**config.mk**
```make
export PLATFORM = sky130hd
export DESIGN_NAME = tts_queue
export DESIGN_NICKNAME = d
export VERILOG_FILES = /design/src/hw/rtl/tts_pkg.sv /design/src/hw/rtl/tts_queue.sv
export SDC_FILE = /design/constraint.sdc
export NUM_CORES = 1
export LEC_CHECK = 0
export ABC_AREA = 1
export BUFFER_PORTS_ARGS = -buffer_cell sky130_fd_sc_hd__buf_2
export CAP_MARGIN = 20
export CORE_MARGIN = 2
export CORE_UTILIZATION = 30
export CTS_CLUSTER_DIAMETER = 150
export DETAILED_ROUTE_END_ITERATION = 6
export GPL_TIMING_DRIVEN = 0
export PLACE_DENSITY = 0.5
export RECOVER_POWER = 100
export SLEW_MARGIN = 20
export SYNTH_ARGS = -nofsm -noshare
export SYNTH_HDL_FRONTEND = slang
export SYNTH_SLANG_ARGS = --single-unit
```
**constraint.sdc**
```tcl
create_clock -name clk -period 2.2 [get_ports clk]
set_clock_uncertainty 0.15 [all_clocks]
set_input_delay 0.22 -clock clk [delete_from_list [all_inputs] [get_ports clk]]
set_output_delay 0.22 -clock clk [all_outputs]
set_load 0.005 [all_outputs]
```
**src/hw/rtl/tts_pkg.sv**
```systemverilog
package tts_pkg;

    // Screen geometry and tab spacing.
    localparam int SCREEN_COLS = 80;
    localparam int SCREEN_ROWS = 25;
    localparam int TAB_STOP    = 8;

    // Field widths of the command and result words.
    localparam int CMD_W     = 2;
    localparam int CHAR_W    = 8;
    localparam int COLOR_W   = 24;
    localparam int COL_W     = 7;
    localparam int ROW_W     = 5;
    localparam int CFG_IDX_W = 2;

    localparam int CELL_DEPTH = SCREEN_ROWS * SCREEN_COLS;
    localparam int ADDR_W     = $clog2(CELL_DEPTH);

    localparam int QUEUE_DEPTH = 2;

    // Command codes.
    localparam logic [CMD_W-1:0] CMD_PUT   = 2'd0;
    localparam logic [CMD_W-1:0] CMD_READ  = 2'd1;
    localparam logic [CMD_W-1:0] CMD_CLEAR = 2'd2;

    // Configuration register indexes.
    localparam logic [CFG_IDX_W-1:0] REG_FG = 2'd0;
    localparam logic [CFG_IDX_W-1:0] REG_BG = 2'd1;

    // Byte codes.
    localparam logic [CHAR_W-1:0] CH_LF       = 8'h0A;
    localparam logic [CHAR_W-1:0] CH_CR       = 8'h0D;
    localparam logic [CHAR_W-1:0] CH_BS       = 8'h08;
    localparam logic [CHAR_W-1:0] CH_TAB      = 8'h09;
    localparam logic [CHAR_W-1:0] CH_PRINT_LO = 8'h20;
    localparam logic [CHAR_W-1:0] CH_PRINT_HI = 8'h7E;

    localparam logic [COLOR_W-1:0] FG_RESET = 24'hFFFFFF;
    localparam logic [COLOR_W-1:0] BG_RESET = 24'h000000;

    typedef struct packed {
        logic [CHAR_W-1:0]  ch;
        logic [COLOR_W-1:0] fg;
        logic [COLOR_W-1:0] bg;
    } cell_t;

    localparam int CELL_W = $bits(cell_t);

    localparam cell_t CELL_BLANK = '{ch: 8'h20, fg: 24'hFFFFFF, bg: 24'h000000};

    // Operation decoded by the front end.
    typedef enum logic [2:0] {
        OP_PRINT,
        OP_NEWLINE,
        OP_RETURN,
        OP_BACK,
        OP_TAB,
        OP_READ,
        OP_CLEAR,
        OP_NOP
    } op_t;

    typedef struct packed {
        op_t               op;
        logic [CHAR_W-1:0] ch;
        logic [ROW_W-1:0]  row;
        logic [COL_W-1:0]  col;
    } item_t;

    typedef enum logic [2:0] {
        ST_IDLE,
        ST_SWEEP,
        ST_WRITE,
        ST_READ,
        ST_WAIT
    } state_t;

    // Physical row of a logical row, given the physical row shown at the top.
    function automatic logic [ROW_W-1:0] phys_row(input logic [ROW_W-1:0] top,
                                                  input logic [ROW_W-1:0] row);
        logic [ROW_W:0] sum;
        sum = {1'b0, top} + {1'b0, row};
        if (sum >= (ROW_W+1)'(SCREEN_ROWS)) begin
            sum = sum - (ROW_W+1)'(SCREEN_ROWS);
        end
        return sum[ROW_W-1:0];
    endfunction

    function automatic logic [ADDR_W-1:0] cell_addr(input logic [ROW_W-1:0] row,
                                                    input logic [COL_W-1:0] col);
        return ADDR_W'(ADDR_W'(row) * ADDR_W'(SCREEN_COLS)) + ADDR_W'(col);
    endfunction

endpackage

```
**src/hw/rtl/tts_queue.sv**
```systemverilog
module tts_queue
    import tts_pkg::*;
(
    input  logic  clk,
    input  logic  rst_n,
    input  logic  push,
    input  item_t push_item,
    output logic  full,
    input  logic  pop,
    output item_t head,
    output logic  empty
);

    localparam int PTR_W = (QUEUE_DEPTH > 1) ? $clog2(QUEUE_DEPTH) : 1;
    localparam int CNT_W = $clog2(QUEUE_DEPTH + 1);

    item_t             entry_reg [QUEUE_DEPTH];
    logic [PTR_W-1:0]  wr_ptr_reg, wr_ptr_next;
    logic [PTR_W-1:0]  rd_ptr_reg, rd_ptr_next;
    logic [CNT_W-1:0]  count_reg, count_next;

    assign full  = (count_reg == CNT_W'(QUEUE_DEPTH));
    assign empty = (count_reg == '0);
    assign head  = entry_reg[rd_ptr_reg];

    always_comb
    begin
        wr_ptr_next = wr_ptr_reg;
        rd_ptr_next = rd_ptr_reg;
        count_next  = count_reg;
        if (push)
        begin
            wr_ptr_next = (wr_ptr_reg == PTR_W'(QUEUE_DEPTH - 1)) ? '0 : wr_ptr_reg + 1'b1;
        end
        if (pop)
        begin
            rd_ptr_next = (rd_ptr_reg == PTR_W'(QUEUE_DEPTH - 1)) ? '0 : rd_ptr_reg + 1'b1;
        end
        if (push && !pop)
        begin
            count_next = count_reg + 1'b1;
        end
        else if (pop && !push)
        begin
            count_next = count_reg - 1'b1;
        end
    end

    always_ff @(posedge clk or negedge rst_n)
    begin
        if (!rst_n)
        begin
            wr_ptr_reg <= '0;
            rd_ptr_reg <= '0;
            count_reg  <= '0;
        end
        else
        begin
            wr_ptr_reg <= wr_ptr_next;
            rd_ptr_reg <= rd_ptr_next;
            count_reg  <= count_next;
        end
    end

    always_ff @(posedge clk)
    begin
        if (push)
        begin
            entry_reg[wr_ptr_reg] <= push_item;
        end
    end

endmodule

```
==> impl_metrics.ini, run 1 <==
[status]
status = finished clean

[power]
comb_power_share_pct = 28.4
power_switching_mw = 0.739
pwr-share-clk_pct = 22.6
ir_drop_uv = 459
pwr-share-seq_pct = 49.0
switching_share_pct = 27.1
cellLeakagePower_nw = 0.979
power_mw = 2.73
intPower_mw = 1.99
p_per_area_mw_per_mm2 = 1060

[sta]
hold_slack_ns = 0.132
relSlewSlack_pct = 36.3
fin_tns_setup_ns = 0
max_freq_ghz = 0.514
min_period_ns = 1.94
maxSlewViolCount = 0
finalCritPeriodShare_pct = 88.4
worst_pin_slew_ns = 0.954
rsz0062_at_grt = no
setup_viol = 0
finalHoldViolCount = 0

[worst_setup_path]
critPathLaunchType = primary input
crit_fanout = 23
crit_required_ns = 1.97
crit_chain = dlygate4sd3_1 -> clkbuf_1 -> nand2_1 -> inv_1
critPathKind = in -> reg
cpPeakStageDelay_ns = 0.70
worstSetupEndpointType = flip-flop
crit_slowest_cell = inv_1
rrSetupSlack_ns = 0.47
critPathArrivalTime_ns = 1.72

[detailed_routing]
drc_errors = 0
via_count = 1069
routed.top_layer = met4
drt_wl_total_um = 3270
wl_per_cell_um = 12.6
met2_length_um = 1570
wl_met1_um = 1430
postRouteAntennaNets = 0
wl_met3_um = 229
viasPerCell = 4.13
drt-initial-drc-count = 27
first_pass_iters = 2

[cts]
clockBufferDepth = 2
cts_buffers = 5
cts_tree = built
clk-insertion-delay-late_ns = 0.29
post-cts-setup-buffer-count = 0
clock-sinks = 50
cts-root-buf = clkbuf_8
h-tree-depth = 2
cts_resized = 0
path_clk_slew_ns = 0.08

[final_layout]
fin_area_sq_mm = 0.00258
area_growth_pct = 30.8
num_antenna_cells = 0
drive_gt1_share_pct = 25.8
largest_register_ffs = 46
postLayoutCoreUtil_pct = 40.6
nFillCells = 613
num-nets-final = 209

[grt]
grt_max_degree = 24
grt_usage_pct = 9.74
grt_pass1_vias = 1123
grt_pass1_wl_um = 5370
grt_overflow = 0
antenna_found_initial = 0

[yosys]
synthFlopType = edfxtp_1
synth.net_count = 125
yosys-top-cells-count = edfxtp_1 (46), mux2_4 (19), inv_1 (7)
ys_types = 14
yosysSeqAreaShare_pct = 75.2
synth-edff-count = 46
mappedNetlistArea_sq_mm = 0.00197
synth_most_common_cell = edfxtp_1
syn-instance-count = 97
ys_ff_latch = 50
yosys_warnings = 0
avgSynthCellArea_sq_um = 20.3
synth_top_area_share_pct = 70.1
synth_top_cell_by_area = edfxtp_1
netlist_top_cells_area = edfxtp_1 (70%), mux2_4 (14%), dfrtp_1 (5.1%)
async_flop_share_pct = 8.00

[floorplanning]
die_width_um = 85.0
core_area_sq_mm = 0.00635
die_area_sq_mm = 0.00723
initial_core_util_pct = 31.0
die_y_um = 85.0
rows = 29
ios = 52

[min_path]
hold_path_class = in -> async

[placement]
port_buffers = 51
placed_cell_area_sq_mm = 0.00233
gp_congestion = 0.676
dp_hpwl_um = 2180

[job]
cap_violations = 0
[final timing paths]
path,startpoint,endpoint,cells after the start
worst max-delay path,push,entry_reg[1][19]$_DFFE_PP_,4
worst min-delay path,rst_n,count_reg[1]$_DFFE_PN0P_,2
worst max register to register,wr_ptr_reg$_DFFE_PN0P_,entry_reg[1][19]$_DFFE_PP_,2
worst min register to register,count_reg[1]$_DFFE_PN0P_,count_reg[1]$_DFFE_PN0P_,2
max in group asynchronous,rst_n,wr_ptr_reg$_DFFE_PN0P_,2
min in group clk,count_reg[1]$_DFFE_PN0P_,count_reg[1]$_DFFE_PN0P_,2
[area by class of cell]
class                      instances  area, sq um  share of cell area, %
multi-input combinational         37          354                   13.7
inverter                           7         26.3                   1.02
tap                               77         96.3                   3.74
timing repair buffer              77          488                   18.9
clock inverter                     3         40.0                   1.55
buffer                             3         21.3                  0.826
clock buffer                       5         68.8                   2.67
sequential                        50         1480                   57.5
[what timing repair did]
item | CTS | global route
setup endpoints to repair | 0 | 0
hold buffers | 26 | 0
endpoints found under the hold margin | 52 | 0
[power groups by stage]
stage,sequential [mW],combinational (mW),clock [mW]
2_1_floorplan,1.34,0.668,0
3_3_place_gp,1.36,0.973,0
3_5_place_dp,1.37,0.984,0
4_1_cts,1.35,1.02,0.651
5_1_grt,1.36,0.864,0.698
6_report,1.34,0.775,0.618
[layer usage]
layer,vias to the layer above,global-route usage (%)
li1,525,-
met1,493,12.2
met2,45,16.2
met3,6,3.31
met4,0,2.60
met5,-,0
[worst max-delay path: cells and delay by family]
family                 cells  cell delay, ns
buffers and inverters      3            1.41
AND/OR/NAND/NOR            1            0.08
[kinds of logic (layout without fill, tap and decap cells)]
group	after synthesis	after routing	synth area share, %
xor gates and xnor gates	3	3	1.33
adders and majority gates	1	1	0.635
buffers and inverters	10	95	3.94
DFF	50	50	75.2
muxes	23	23	16.8
and+or+nand+nor	10	10	2.10
[stage by stage]
| step | instances | setup WS (ns) |
|---|---|---|
| floorplan | 97 | 0.254 |
| global route | 259 | 0.117 |
| global placement | 225 | -0.344 |
| CTS | 259 | 0.281 |
| detailed placement | 225 | 0.417 |
| finish | 259 | 0.255 |
[placed cells by master, fill, tap and decap left out]
cell           count
clkbuf_2           4
xor2_1             2
mux2_1            17
nor2_4             1
nand3_1            1
xnor2_1            1
mux2_4             2
nand2_1            5
clkbuf_8           5
nor2_1             2
nand4_1            1
bufinv_16          1
dlygate4sd3_1     26
inv_1              7
clkinv_2           2
dfrtp_1            4
ha_1               1
edfxtp_1          46
mux2_2             4
clkbuf_1          22
buf_6              1
buf_2             27
Power figures use the tool's default switching activity.
==> run 2: changes to the inputs <==
Settings changed: PLACE_DENSITY 0.5 to default, PLACE_DENSITY_LB_ADDON from default to 0.3.
==> run 2 against run 1 <==
Via count is 1.3% higher. Design area is 0.92% higher. Core utilization increased by 0.37 points. Wire length up 5.9%. Clock-buffer cell count is the same. Die area is the same. Sequential cell count unchanged. Worst setup slack gained 0.0083 ns. Power is 4.8% higher. Register-to-register slack worse by 0.06 ns. First-iteration DRC count rose by 7.4%. Critical path type unchanged. Largest cell class unchanged.
==> impl_metrics.ini, run 2 (same netlist as run 1, synthesis figures left out) <==
[worst_setup_path]
critPathLaunchType = primary input
crit_fanout = 23
crit_required_ns = 1.97
crit_slowest_cell = inv_1
critPathArrivalTime_ns = 1.70
critical_path_buf_inv_count = 3
critPathKind = in -> reg
cpPeakStageDelay_ns = 0.72
crit_chain = dlygate4sd3_1 -> buf_2 -> nand2_1 -> inv_1
worstSetupEndpointType = flip-flop
critPathTopFamily = buffers and inverters

[cts]
cts_tree = built
cts_resized = 0
clock-sinks = 50
clk-insertion-delay-late_ns = 0.30
cts-root-buf = clkbuf_8
clockBufferDepth = 2
cts_buffers = 5
h-tree-depth = 2
path_clk_slew_ns = 0.09

[detailed_routing]
viasPerCell = 4.18
drc_errors = 0
wl_per_cell_um = 13.4
drt_wl_total_um = 3460
via_count = 1083
drt-initial-drc-count = 29
postRouteAntennaNets = 0
wl_met3_um = 209
routed.top_layer = met4
wl_met1_um = 1430
met2_length_um = 1770
first_pass_iters = 4

[final_layout]
num-nets-final = 209
layout.cells.most_common = edfxtp_1
stdcell_count = 259
area_growth_pct = 32.0
largest_register_ffs = 46
fin_area_sq_mm = 0.00260
nFillCells = 614
drive_gt1_share_pct = 25.3
postLayoutCoreUtil_pct = 40.9
num_antenna_cells = 0
most-common-layout-cells = edfxtp_1 (46), buf_2 (29), dlygate4sd3_1 (26), clkbuf_1 (22), mux2_1 (17)

[placement]
place_ws_ns = 0.414
dp_hpwl_um = 2340
placed_cell_area_sq_mm = 0.00233
dp_cells = 225
port_buffers = 51
gp_congestion = 0.728

[grt]
antenna_found_initial = 0
grt_max_degree = 24
grt_pass1_wl_um = 5220
grt_usage_pct = 9.59
grt_pass1_vias = 1137
grt_overflow = 0

[sta]
setup_ws_ns = 0.264
rsz0062_at_grt = no
finalCritPeriodShare_pct = 88.0
hold_slack_ns = 0.128
finalHoldViolCount = 0
maxSlewViolCount = 0
setup_viol = 0
min_period_ns = 1.94
worst_pin_slew_ns = 0.986
relSlewSlack_pct = 34.2
max_freq_ghz = 0.516

[floorplanning]
core_area_sq_mm = 0.00635
rows = 29
ios = 52
die_width_um = 85.0
die_y_um = 85.0
initial_core_util_pct = 31.0
die_area_sq_mm = 0.00723

[power]
p_per_area_mw_per_mm2 = 1100
ir_drop_uv = 589
cellLeakagePower_nw = 0.987

[status]
status = finished clean

[job]
cap_violations = 0

[min_path]
hold_path_class = in -> async
run 2: changes by cell type in the layout (fill, tap and decap cells not counted), sizes merged:
cell    delta
bufinv     +1
clkinv     -1
clkbuf     -2
buf        +2
run 2: per-layer routing:
layer	up-vias	track usage (%)
met1	511	9.89
met5	-	0
li1	524	-
met3	6	3.40
met4	0	3.46
met2	42	17.8
run 2: path summary, 6_finish.rpt:
| kind | startpoint | end | slack [ns] | cells after the start |
|---|---|---|---|---|
| max reg2reg | wr_ptr_reg$_DFFE_PN0P_ | entry_reg[1][20]$_DFFE_PP_ | 0.41 | 2 |
| min reg2reg | count_reg[1]$_DFFE_PN0P_ | count_reg[1]$_DFFE_PN0P_ | 0.37 | 2 |
| max in group asynchronous | rst_n | rd_ptr_reg$_DFFE_PN0P_ | 1.57 | 2 |
| max | push | entry_reg[1][20]$_DFFE_PP_ | 0.26 | 4 |
| min in group clk | count_reg[1]$_DFFE_PN0P_ | count_reg[1]$_DFFE_PN0P_ | 0.37 | 2 |
| min | rst_n | count_reg[0]$_DFFE_PN0P_ | 0.13 | 2 |
run 2: worst reg2reg max path: stages, from the launching register on:
cell     delay (ns)
dfrtp_1        0.44
nand2_1        0.08
inv_1          0.72
run 2: stage by stage:
stage	setup TNS [ns]	total power, mW
final	0	2.86
after global routing	0	3.03
after CTS	0	3.13
after detailed placement	0	2.36
after global placement	-7.81	2.31
after floorplan	0	2.01
run 2: power by group:
part           switching (mW)  total (mW)  internal [mW]
clock                   0.291       0.741          0.450
combinational           0.397       0.782          0.385
sequential             0.0700        1.34           1.27
run 2: area by class of cell:
cell class | instances | area [sq um] | area share [%]
multi-input combinational | 37 | 354 | 13.6
clock buffer | 5 | 68.8 | 2.65
timing repair buffer | 77 | 488 | 18.8
inverter | 7 | 26.3 | 1.01
tap | 77 | 96.3 | 3.71
sequential | 50 | 1480 | 57.0
clock inverter | 3 | 63.8 | 2.45
buffer | 3 | 21.3 | 0.818
run 2: timing repair:
| action | in CTS | in global routing |
|---|---|---|
| hold buffers | 25 | 1 |
| buffers inserted | 0 | 0 |
| hold endpoints to repair | 51 | 1 |
