--- config.mk ---
export PLATFORM = sky130hd
export DESIGN_NAME = tts_front_flat
export DESIGN_NICKNAME = d
export VERILOG_FILES = /design/src/hw/rtl/tts_pkg.sv /design/src/hw/rtl/tts_if.sv /design/src/hw/rtl/tts_front.sv /design/src/flat_wrapper.sv
export SDC_FILE = /design/constraint.sdc
export NUM_CORES = 1
export LEC_CHECK = 0
export ABC_AREA = 0
export BUFFER_PORTS_ARGS = -buffer_cell sky130_fd_sc_hd__clkbuf_2
export CELL_PAD_IN_SITES_DETAIL_PLACEMENT = 0
export CELL_PAD_IN_SITES_GLOBAL_PLACEMENT = 1
export CORE_MARGIN = 1.5
export CORE_UTILIZATION = 17
export DETAILED_ROUTE_END_ITERATION = 7
export GPL_TIMING_DRIVEN = 0
export PLACE_DENSITY = 0.91
export SLEW_MARGIN = 20
export SYNTH_ARGS = -nofsm -noshare
export SYNTH_HDL_FRONTEND = slang
export SYNTH_SLANG_ARGS = --single-unit
--- constraint.sdc ---
create_clock -name vclk -period 2.15
set_clock_uncertainty 0.1 [all_clocks]
set_input_delay 0.43 -clock vclk [all_inputs]
set_output_delay 0.43 -clock vclk [all_outputs]
set_load 0.01 [all_outputs]
--- src/hw/rtl/tts_pkg.sv ---
package tts_pkg;

    // Screen geometry and tab spacing.
    localparam int SCREEN_COLS = 80;
    localparam int SCREEN_ROWS = 25;
    localparam int TAB_STOP    = 8;

    // Field widths of the command and result words.
    localparam int CMD_W     = 2;
    localparam int CHAR_W    = 8;
    localparam int COLOR_W   = 24;
    localparam int COL_W     = 7;
    localparam int ROW_W     = 5;
    localparam int CFG_IDX_W = 2;

    localparam int CELL_DEPTH = SCREEN_ROWS * SCREEN_COLS;
    localparam int ADDR_W     = $clog2(CELL_DEPTH);

    localparam int QUEUE_DEPTH = 2;

    // Command codes.
    localparam logic [CMD_W-1:0] CMD_PUT   = 2'd0;
    localparam logic [CMD_W-1:0] CMD_READ  = 2'd1;
    localparam logic [CMD_W-1:0] CMD_CLEAR = 2'd2;

    // Configuration register indexes.
    localparam logic [CFG_IDX_W-1:0] REG_FG = 2'd0;
    localparam logic [CFG_IDX_W-1:0] REG_BG = 2'd1;

    // Byte codes.
    localparam logic [CHAR_W-1:0] CH_LF       = 8'h0A;
    localparam logic [CHAR_W-1:0] CH_CR       = 8'h0D;
    localparam logic [CHAR_W-1:0] CH_BS       = 8'h08;
    localparam logic [CHAR_W-1:0] CH_TAB      = 8'h09;
    localparam logic [CHAR_W-1:0] CH_PRINT_LO = 8'h20;
    localparam logic [CHAR_W-1:0] CH_PRINT_HI = 8'h7E;

    localparam logic [COLOR_W-1:0] FG_RESET = 24'hFFFFFF;
    localparam logic [COLOR_W-1:0] BG_RESET = 24'h000000;

    typedef struct packed {
        logic [CHAR_W-1:0]  ch;
        logic [COLOR_W-1:0] fg;
        logic [COLOR_W-1:0] bg;
    } cell_t;

    localparam int CELL_W = $bits(cell_t);

    localparam cell_t CELL_BLANK = '{ch: 8'h20, fg: 24'hFFFFFF, bg: 24'h000000};

    // Operation decoded by the front end.
    typedef enum logic [2:0] {
        OP_PRINT,
        OP_NEWLINE,
        OP_RETURN,
        OP_BACK,
        OP_TAB,
        OP_READ,
        OP_CLEAR,
        OP_NOP
    } op_t;

    typedef struct packed {
        op_t               op;
        logic [CHAR_W-1:0] ch;
        logic [ROW_W-1:0]  row;
        logic [COL_W-1:0]  col;
    } item_t;

    typedef enum logic [2:0] {
        ST_IDLE,
        ST_SWEEP,
        ST_WRITE,
        ST_READ,
        ST_WAIT
    } state_t;

    // Physical row of a logical row, given the physical row shown at the top.
    function automatic logic [ROW_W-1:0] phys_row(input logic [ROW_W-1:0] top,
                                                  input logic [ROW_W-1:0] row);
        logic [ROW_W:0] sum;
        sum = {1'b0, top} + {1'b0, row};
        if (sum >= (ROW_W+1)'(SCREEN_ROWS)) begin
            sum = sum - (ROW_W+1)'(SCREEN_ROWS);
        end
        return sum[ROW_W-1:0];
    endfunction

    function automatic logic [ADDR_W-1:0] cell_addr(input logic [ROW_W-1:0] row,
                                                    input logic [COL_W-1:0] col);
        return ADDR_W'(ADDR_W'(row) * ADDR_W'(SCREEN_COLS)) + ADDR_W'(col);
    endfunction

endpackage

--- src/hw/rtl/tts_if.sv ---
interface tts_item_if;
    import tts_pkg::*;

    logic              valid;
    logic              ready;
    logic [CMD_W-1:0]  cmd;
    logic [CHAR_W-1:0] byte_value;
    logic [ROW_W-1:0]  read_row;
    logic [COL_W-1:0]  read_col;

    modport source (output valid, output cmd, output byte_value, output read_row,
                    output read_col, input ready);
    modport sink (input valid, input cmd, input byte_value, input read_row,
                  input read_col, output ready);
endinterface


--- src/hw/rtl/tts_front.sv ---
module tts_front
    import tts_pkg::*;
(
    tts_item_if.sink item,
    input  logic     full,
    output logic     push,
    output item_t    push_item
);

    op_t put_op;

    // Classify the byte of a put-byte word.
    always_comb
    begin
        case (item.byte_value)
            CH_LF:   put_op = OP_NEWLINE;
            CH_CR:   put_op = OP_RETURN;
            CH_BS:   put_op = OP_BACK;
            CH_TAB:  put_op = OP_TAB;
            default:
            begin
                if (item.byte_value >= CH_PRINT_LO && item.byte_value <= CH_PRINT_HI)
                begin
                    put_op = OP_PRINT;
                end
                else
                begin
                    put_op = OP_NOP;
                end
            end
        endcase
    end

    always_comb
    begin
        case (item.cmd)
            CMD_PUT:   push_item.op = put_op;
            CMD_READ:  push_item.op = OP_READ;
            CMD_CLEAR: push_item.op = OP_CLEAR;
            default:   push_item.op = OP_NOP;
        endcase
        push_item.ch = item.byte_value;

        // Read addresses beyond the screen saturate to the last row or column.
        if ({1'b0, item.read_row} >= (ROW_W+1)'(SCREEN_ROWS))
        begin
            push_item.row = ROW_W'(SCREEN_ROWS - 1);
        end
        else
        begin
            push_item.row = item.read_row;
        end
        if ({1'b0, item.read_col} >= (COL_W+1)'(SCREEN_COLS))
        begin
            push_item.col = COL_W'(SCREEN_COLS - 1);
        end
        else
        begin
            push_item.col = item.read_col;
        end
    end

    assign item.ready = !full;
    assign push       = item.valid && !full;

endmodule

--- src/flat_wrapper.sv ---
// flat-port wrapper written by rule: the top's interface ports become plain ports
module tts_front_flat import tts_pkg::*;
  (full, push, push_item, item_valid, item_cmd, item_byte_value, item_read_row, item_read_col, item_ready);
  tts_item_if item_i ();
  input  logic full;
  output logic push;
  output item_t push_item;
  input wire logic [$bits(item_i.valid)-1:0] item_valid;
  input wire logic [$bits(item_i.cmd)-1:0] item_cmd;
  input wire logic [$bits(item_i.byte_value)-1:0] item_byte_value;
  input wire logic [$bits(item_i.read_row)-1:0] item_read_row;
  input wire logic [$bits(item_i.read_col)-1:0] item_read_col;
  output wire logic [$bits(item_i.ready)-1:0] item_ready;
  assign item_i.valid = item_valid;
  assign item_i.cmd = item_cmd;
  assign item_i.byte_value = item_byte_value;
  assign item_i.read_row = item_read_row;
  assign item_i.read_col = item_read_col;
  assign item_ready = item_i.ready;
  tts_front u_core (.item(item_i), .full(full), .push(push), .push_item(push_item));
endmodule
==> results_dict.tcl, run 1 <==
set metrics [dict create \
    hold_path_class "input port to output pin" \
    cp_common_cell "clkbuf_2" \
    grt_max_degree 7 \
    p_per_area_nw_per_um2 202 \
    power_switching_w 0.0000543 \
    gr-total-overflow 0 \
    dp_hpwl_um 898 \
    gr-usage-all-layers_pct 9.22 \
    critical_path_arrival_ns 1.52 \
    fin_area_um2 569 \
    antenna_cells 0 \
    crit_slowest_cell "a221o_1" \
    crit_buf_inv 2 \
    chipHeight_um 44.9 \
    pwr-share-seq_pct 0 \
    yosys.area_share.simple_pct 39.9 \
    path_class "input port to output pin" \
    max-cap-violations 0 \
    crit_fanout 4 \
    drive_above_1_share_pct 62.1 \
    rsz0062_at_grt "no" \
    min-delay-start "full" \
    end_kind "output pin" \
    dr.pass1.iters 2 \
    seq_area_um2 0 \
    fp.dieArea_um2 2010 \
    portBuffers 49 \
    avgSynthCellArea_um2 6.47 \
    clockBufferCount 0 \
    cp_cell_sequence "clkbuf_2, nor4_2, and2_2, a31oi_1, a221o_1, clkbuf_2" \
    ios 49 \
    crit_required_ns 1.62 \
    drt_iter0_drc 4 \
    synth_compound_area_share_pct 19.7 \
    p_comb_share_pct 100.0 \
    ant_nets 0 \
    tns_ns 0 \
    dpl_cell_area_um2 563 \
    core_um2 1580 \
    fillCellCount 190 \
    start_util_pct 18.9 \
    routedWlPerCell_um 8.60 \
    setup_viol 0 \
    grt_pass1_wl_um 1520 \
    startpoint_type "input port" \
    critPathMaxStageDelay_ns 0.32 \
    switching_share_pct 47.2 \
    synth.distinct_cells 23 \
    yosys_warnings 0 \
    syn_nets 72 \
    vias 462 \
    fp-row-count 14 \
    period_share_pct 95.2 \
    worstHoldPathCells 3 \
    drc 0 \
    finalNetCount 123 \
    grt_pass1_vias 389 \
    synthMuxAreaShare_pct 0 \
    p_int_w 0.0000606 \
    antenna_found_initial 0 \
    whs_endpoint "item_ready" \
    synthCells 46 \
    vias_per_cell 4.16 \
    crit_family "simple AND/OR/NAND/NOR gates" \
    synth_top_family_by_area "simple AND/OR/NAND/NOR gates" \
    fmax_ghz 0.488 \
    finalPower_w 0.000115 \
    multi_input_area_um2 218 \
    slew_headroom_pct 70.9 \
    synth-adder-area-share_pct 8.40 \
    routabilityCongestion 0.658 \
    synth_seq_area_share_pct 0 \
    syn_to_final_growth_pct 91.2 \
    fin_crit_ns 2.05 \
    die_w_um 44.9 \
    worstMarginPinSlew_ns 0.433 \
    design.seq.count 0 \
    power_frac_clock_pct 0 \
    vdd_drop_max_mv 0.0894 \
    status "completed" \
    synth-xor-area-share_pct 2.94 \
    slew_violations 0 \
    netlist_area_um2 298 \
    totalWireLength_um 955 \
    power_leakage_nw 0.341 \
    report.final.hold_viol_count 0 \
]
-- layout make-up --
cell class / instances / share of cell area, %
multi-input combinational: 31 / 38.2
inverter: 4 / 2.64
buffer: 11 / 12.5
tap: 16 / 3.52
timing repair buffer: 49 / 43.1
-- layer usage --
layer	vias up	wire length, µm	track usage [%]
li1	247	-	-
met1	193	341	11.1
met2	22	522	18.6
met3	0	91	0.800
met4	0	0	0
met5	-	0	0
-- kinds of logic after synthesis --
group | after synthesis
compound gates | 8
xor+xnor | 1
fa+ha+maj | 2
buf+inv | 15
simple gates | 20
-- cells in the mapped netlist (all sizes together) (2+ instances only) --
cell type / number / share of area, %
inv: 4 / 5.0
ha: 2 / 8.4
nand3: 2 / 3.4
nor2b: 3 / 6.3
buf: 8 / 20
o21ai: 2 / 3.4
and2: 4 / 8.8
nand2: 2 / 2.5
nand2b: 4 / 8.4
clkbuf: 3 / 3.8
-- cell usage in the layout, fill, tap and decap left out --
| master | instances |
|---|---|
| a221o_1 | 1 |
| o22ai_1 | 1 |
| nand2_1 | 2 |
| nand4_1 | 1 |
| nor2b_1 | 3 |
| o21ai_0 | 2 |
| clkbuf_1 | 3 |
| clkbuf_2 | 49 |
| o21a_1 | 1 |
| nor3_1 | 1 |
| xnor2_1 | 1 |
| a211o_1 | 1 |
| and2_1 | 3 |
| nand2b_1 | 4 |
| ha_1 | 2 |
| or3_1 | 1 |
| nor4_2 | 1 |
| nand3_1 | 2 |
| a31oi_1 | 1 |
| nand3b_1 | 1 |
| buf_4 | 8 |
| inv_1 | 4 |
| o311a_1 | 1 |
| and2_2 | 1 |
-- tightest hold or removal path, cell delays in order --
cell,delay [ns]
clkbuf_2,0.09
inv_1,0.03
clkbuf_2,0.11
-- power groups by stage --
stage	combinational, W	sequential (W)	clock (W)
4_1_cts	0.000116	0	0
3_5_place_dp	0.000115	0	0
2_1_floorplan	0.0000567	0	0
3_3_place_gp	0.000114	0	0
6_report	0.000115	0	0
5_1_grt	0.000127	0	0
-- through the flow --
step                worst slack (ns)  hold WS (ns)  utilization [%]  cells
floorplan                      0.359         0.804                -     46
global placement              0.0852         0.989             35.7    111
detailed placement            0.0894         0.998             35.7    111
CTS                           0.0897         0.998             35.7    111
global route                 0.00736          1.02             36.1    111
finish                         0.102         0.995             36.1    111
-- timing repair --
item	4_1_cts	5_1_grt
gates resized for setup	0	1
buffers inserted	0	0
setup endpoints to repair	0	1
hold buffers	0	0
-- how the worst max path moves through the flow --
| stage | start | to | slack (ns) | cells after the start |
|---|---|---|---|---|
| after floorplan | item_byte_value[6] | push_item[20] | 0.36 | 4 |
| after global placement | item_byte_value[6] | push_item[20] | 0.09 | 6 |
| after detailed placement | item_byte_value[6] | push_item[20] | 0.09 | 6 |
| after CTS | item_byte_value[6] | push_item[20] | 0.09 | 6 |
| after global routing | item_byte_value[6] | push_item[20] | 0.007 | 6 |
| final | item_byte_value[6] | push_item[20] | 0.10 | 6 |
Note: power is estimated with default switching activity, not from simulation.
==> run 2, diff against run 1 <==
--- a/config.mk
+++ b/config.mk
@@ -6,7 +6,7 @@
 export NUM_CORES = 1
 export LEC_CHECK = 0
 export ABC_AREA = 0
-export BUFFER_PORTS_ARGS = -buffer_cell sky130_fd_sc_hd__clkbuf_2
+export BUFFER_PORTS_ARGS = -buffer_cell sky130_fd_sc_hd__buf_2
 export CELL_PAD_IN_SITES_DETAIL_PLACEMENT = 0
 export CELL_PAD_IN_SITES_GLOBAL_PLACEMENT = 1
 export CORE_MARGIN = 1.5
==> run 2 against run 1 <==
Die area unchanged. Worst setup slack worse by 0.022 ns. Clock-buffer cell count unchanged. Sequential share of layout area unchanged. Critical path type unchanged.
==> results_dict.tcl, run 2 (synthesis results as in run 1) <==
set metrics [dict create \
    status "completed" \
    worst_slack_ns 0.0801 \
    report.final.hold_viol_count 0 \
    grt_pass1_wl_um 1500 \
    crit_required_ns 1.62 \
    totalWireLength_um 956 \
    ant_nets 0 \
    path_class "input port to output pin" \
    syn_to_final_growth_pct 91.6 \
    startpoint_type "input port" \
    worstMarginPinSlew_ns 0.395 \
    power_leakage_nw 0.332 \
    fp-row-count 14 \
    crit_fanout 4 \
    core_um2 1580 \
    fin_area_um2 571 \
    crit_family "simple AND/OR/NAND/NOR gates" \
    rsz0062_at_grt "no" \
    critical_path_arrival_ns 1.54 \
    antenna_cells 0 \
    grt_pass1_vias 412 \
    final_common_cell "buf_2" \
    hold_path_class "input port to output pin" \
    seq_area_um2 0 \
    portBuffers 49 \
    fillCellCount 182 \
    cp_common_cell "buf_2" \
    dr.pass1.iters 4 \
    fp.dieArea_um2 2010 \
    mostFrequentLayoutCells "buf_2, buf_4, inv_1, nand2b_1" \
    critPathMaxStageDelay_ns 0.31 \
    period_share_pct 96.3 \
    drive_above_1_share_pct 62.1 \
    vias_per_cell 4.31 \
    crit_buf_inv 2 \
    max-cap-violations 0 \
    dpl_cell_area_um2 563 \
    crit_slowest_cell "a221o_1" \
    p_per_area_nw_per_um2 201 \
    gr-usage-all-layers_pct 9.05 \
    dp_hpwl_um 890 \
    pre_cts_ws_ns 0.0761 \
    slew_headroom_pct 73.4 \
    finalNetCount 123 \
    clockBufferCount 0 \
    start_util_pct 18.9 \
    vdd_drop_max_mv 0.0795 \
    gr-total-overflow 0 \
    fmax_ghz 0.483 \
    finalPower_w 0.000115 \
    cts.repair.resized 0 \
    end_kind "output pin" \
    vias 478 \
    cts_setup_buffers 0 \
    routabilityCongestion 0.674 \
    drc 0 \
    design.seq.count 0 \
    drt_iter0_drc 9 \
    slew_violations 0 \
    routedWlPerCell_um 8.61 \
    min-delay-start "full" \
    setup_viol 0 \
    grt_max_degree 7 \
    die_w_um 44.9 \
    ios 49 \
    antenna_found_initial 0 \
    tns_ns 0 \
    fin_crit_ns 2.07 \
    cp_cell_sequence "buf_2, nor4_2, and2_4, a31oi_1, a221o_1, buf_2" \
    cts_hold_buf 0 \
    chipHeight_um 44.9 \
    startpoint "item_byte_value[6]" \
]
==> run 2: cell types whose count changed in the layout (fill, tap and decap cells not counted) <==
cell,previous run,this run
and2_4,0,1
clkbuf_2,49,0
and2_2,1,0
buf_2,0,49
==> run 2: stage by stage <==
stage	util [%]	hold WS [ns]	instances
after floorplan	-	0.804	46
after global placement	35.7	0.996	111
after detailed placement	35.7	0.999	111
after CTS	35.7	0.999	111
after global routing	36.2	1.02	111
final	36.2	0.998	111
==> run 2: layer usage <==
layer	part of all wire (%)	vias up	track usage [%]	routed length (µm)
met5	0	-	0	0
met4	0	0	0	0
met3	8.8	0	0.800	84
met2	54	24	19.1	515
met1	37	204	10.1	357
li1	-	250	-	-
==> run 2: worst paths after layout <==
path  depth (start not counted)            end
max                           6  push_item[20]
min                           3     item_ready
==> run 2: cell type report <==
class	count	area (µm²)	share of cell area [%]
Buffer	11	71.3	12.5
Timing Repair Buffer	49	245	43.0
Tap cell	16	20.0	3.51
Multi-Input combinational cell	31	219	38.4
Inverter	4	15.0	2.63
==> run 2: report_power, final <==
| group | total, W | switching (W) | internal [W] |
|---|---|---|---|
| Sequential | 0 | 0 | 0 |
| Clock | 0 | 0 | 0 |
| Combinational | 0.000115 | 0.0000535 | 0.0000612 |
==> run 3, diff against run 2 <==
--- a/config.mk
+++ b/config.mk
@@ -9,7 +9,7 @@
 export BUFFER_PORTS_ARGS = -buffer_cell sky130_fd_sc_hd__buf_2
 export CELL_PAD_IN_SITES_DETAIL_PLACEMENT = 0
 export CELL_PAD_IN_SITES_GLOBAL_PLACEMENT = 1
-export CORE_MARGIN = 1.5
+export CORE_MARGIN = 4
 export CORE_UTILIZATION = 17
 export DETAILED_ROUTE_END_ITERATION = 7
 export GPL_TIMING_DRIVEN = 0
==> run 3 against run 2 <==
Wire length increased by 16%. Final cell count unchanged. Via count decreased by 4.4%. Critical path depth unchanged. Flip-flop and latch count unchanged. Largest power group unchanged. Clock-buffer cell count unchanged. Non-clock buffer count unchanged. Combinational power about the same. Die area increased by 24%. Sequential share of layout area unchanged. Global-route usage decreased by 0.26 points.
==> results_dict.tcl, run 3 (synthesis results as in run 1) <==
set metrics [dict create \
    status "completed" \
    setup_viol 0 \
    antenna_found_initial 0 \
    finalPower_w 0.000116 \
    core_um2 1580 \
    gr-usage-all-layers_pct 8.80 \
    grt_pass1_wl_um 1860 \
    chipHeight_um 49.9 \
    antenna_cells 0 \
    routabilityCongestion 0.661 \
    drt_iter0_drc 7 \
    fin_area_um2 571 \
    max-cap-violations 0 \
    fin_crit_ns 2.07 \
    hold_path_class "input port to output pin" \
    critical_path_arrival_ns 1.54 \
    vdd_drop_max_mv 0.0898 \
    dr.pass1.iters 3 \
    dpl_cell_area_um2 563 \
    cp_cell_sequence "buf_2, nor4_2, and2_4, a31oi_1, a221o_1, buf_2" \
    end_kind "output pin" \
    drive_above_1_share_pct 62.1 \
    vias_per_cell 4.12 \
    critPathMaxStageDelay_ns 0.32 \
    fmax_ghz 0.483 \
    dp_hpwl_um 1030 \
    ios 49 \
    slew_violations 0 \
    cts_setup_buffers 0 \
    power_leakage_nw 0.332 \
    start_util_pct 18.9 \
    finalNetCount 123 \
    totalWireLength_um 1110 \
    report.final.hold_viol_count 0 \
    routedWlPerCell_um 10.0 \
    crit_fanout 4 \
    drc 0 \
    tns_ns 0 \
    gr-total-overflow 0 \
    die_w_um 49.9 \
    seq_area_um2 0 \
    cp_common_cell "buf_2" \
    fp-row-count 14 \
    vias 457 \
    path_class "input port to output pin" \
    rsz0062_at_grt "no" \
    crit_slowest_cell "a221o_1" \
    design.seq.count 0 \
    clockBufferCount 0 \
    crit_required_ns 1.62 \
    portBuffers 49 \
    worstMarginPinSlew_ns 0.464 \
    cts_hold_buf 0 \
    final_common_cell "buf_2" \
    grt_pass1_vias 460 \
    fp.dieArea_um2 2490 \
    slew_headroom_pct 68.7 \
    grt_max_degree 7 \
    syn_to_final_growth_pct 91.6 \
    startpoint_type "input port" \
    ant_nets 0 \
    p_per_area_nw_per_um2 204 \
    period_share_pct 96.3 \
    mostFrequentLayoutCells "buf_2, buf_4, inv_1, nand2b_1" \
]
-- run 3: per-stage QoR --
stage	instances	hold WS (ns)	setup WS [ns]	utilization, %
after floorplan	46	0.804	0.359	-
final	111	1.00	0.0794	36.2
after global placement	111	0.999	0.0671	35.7
after CTS	111	1.01	0.0676	35.7
after detailed placement	111	1.01	0.0711	35.7
after global routing	111	1.02	0.00915	36.2
-- run 3: area by class of cell --
cell class	count	area, µm²
plain buffers	11	71.3
inverters	4	15.0
repair buffers	49	245
fillers	176	1010
well taps	16	20.0
multi-input cells	31	219
-- run 3: worst paths after layout --
| path | from | to | depth (start not counted) |
|---|---|---|---|
| max | item_byte_value[6] | push_item[20] | 6 |
| min | full | item_ready | 3 |
-- run 3: what timing repair did --
action,in CTS,in global routing
endpoints found under the hold margin,0,0
endpoints found under the setup margin,0,1
gates resized for setup,0,2
-- run 3: where the power goes --
group          total, W  internal [W]  switching [W]
Combinational  0.000116     0.0000613      0.0000549
Sequential            0             0              0
Clock                 0             0              0
Total          0.000116     0.0000613      0.0000549
-- run 3: critical path, delay by kind of cell --
kind	cells	cell delay (ns)
buffers and inverters	2	0.26
AO/OA/AOI/OAI	2	0.40
AND/OR/NAND/NOR	2	0.44
-- run 3: routing by layer --
| layer | track usage (%) | part of all wire (%) | vias up |
|---|---|---|---|
| met5 | 0 | 0 | - |
| met4 | 0 | 0 | 0 |
| met3 | 0.904 | 7.3 | 0 |
| met2 | 17.4 | 52 | 22 |
| li1 | - | - | 249 |
| met1 | 10.6 | 40 | 186 |
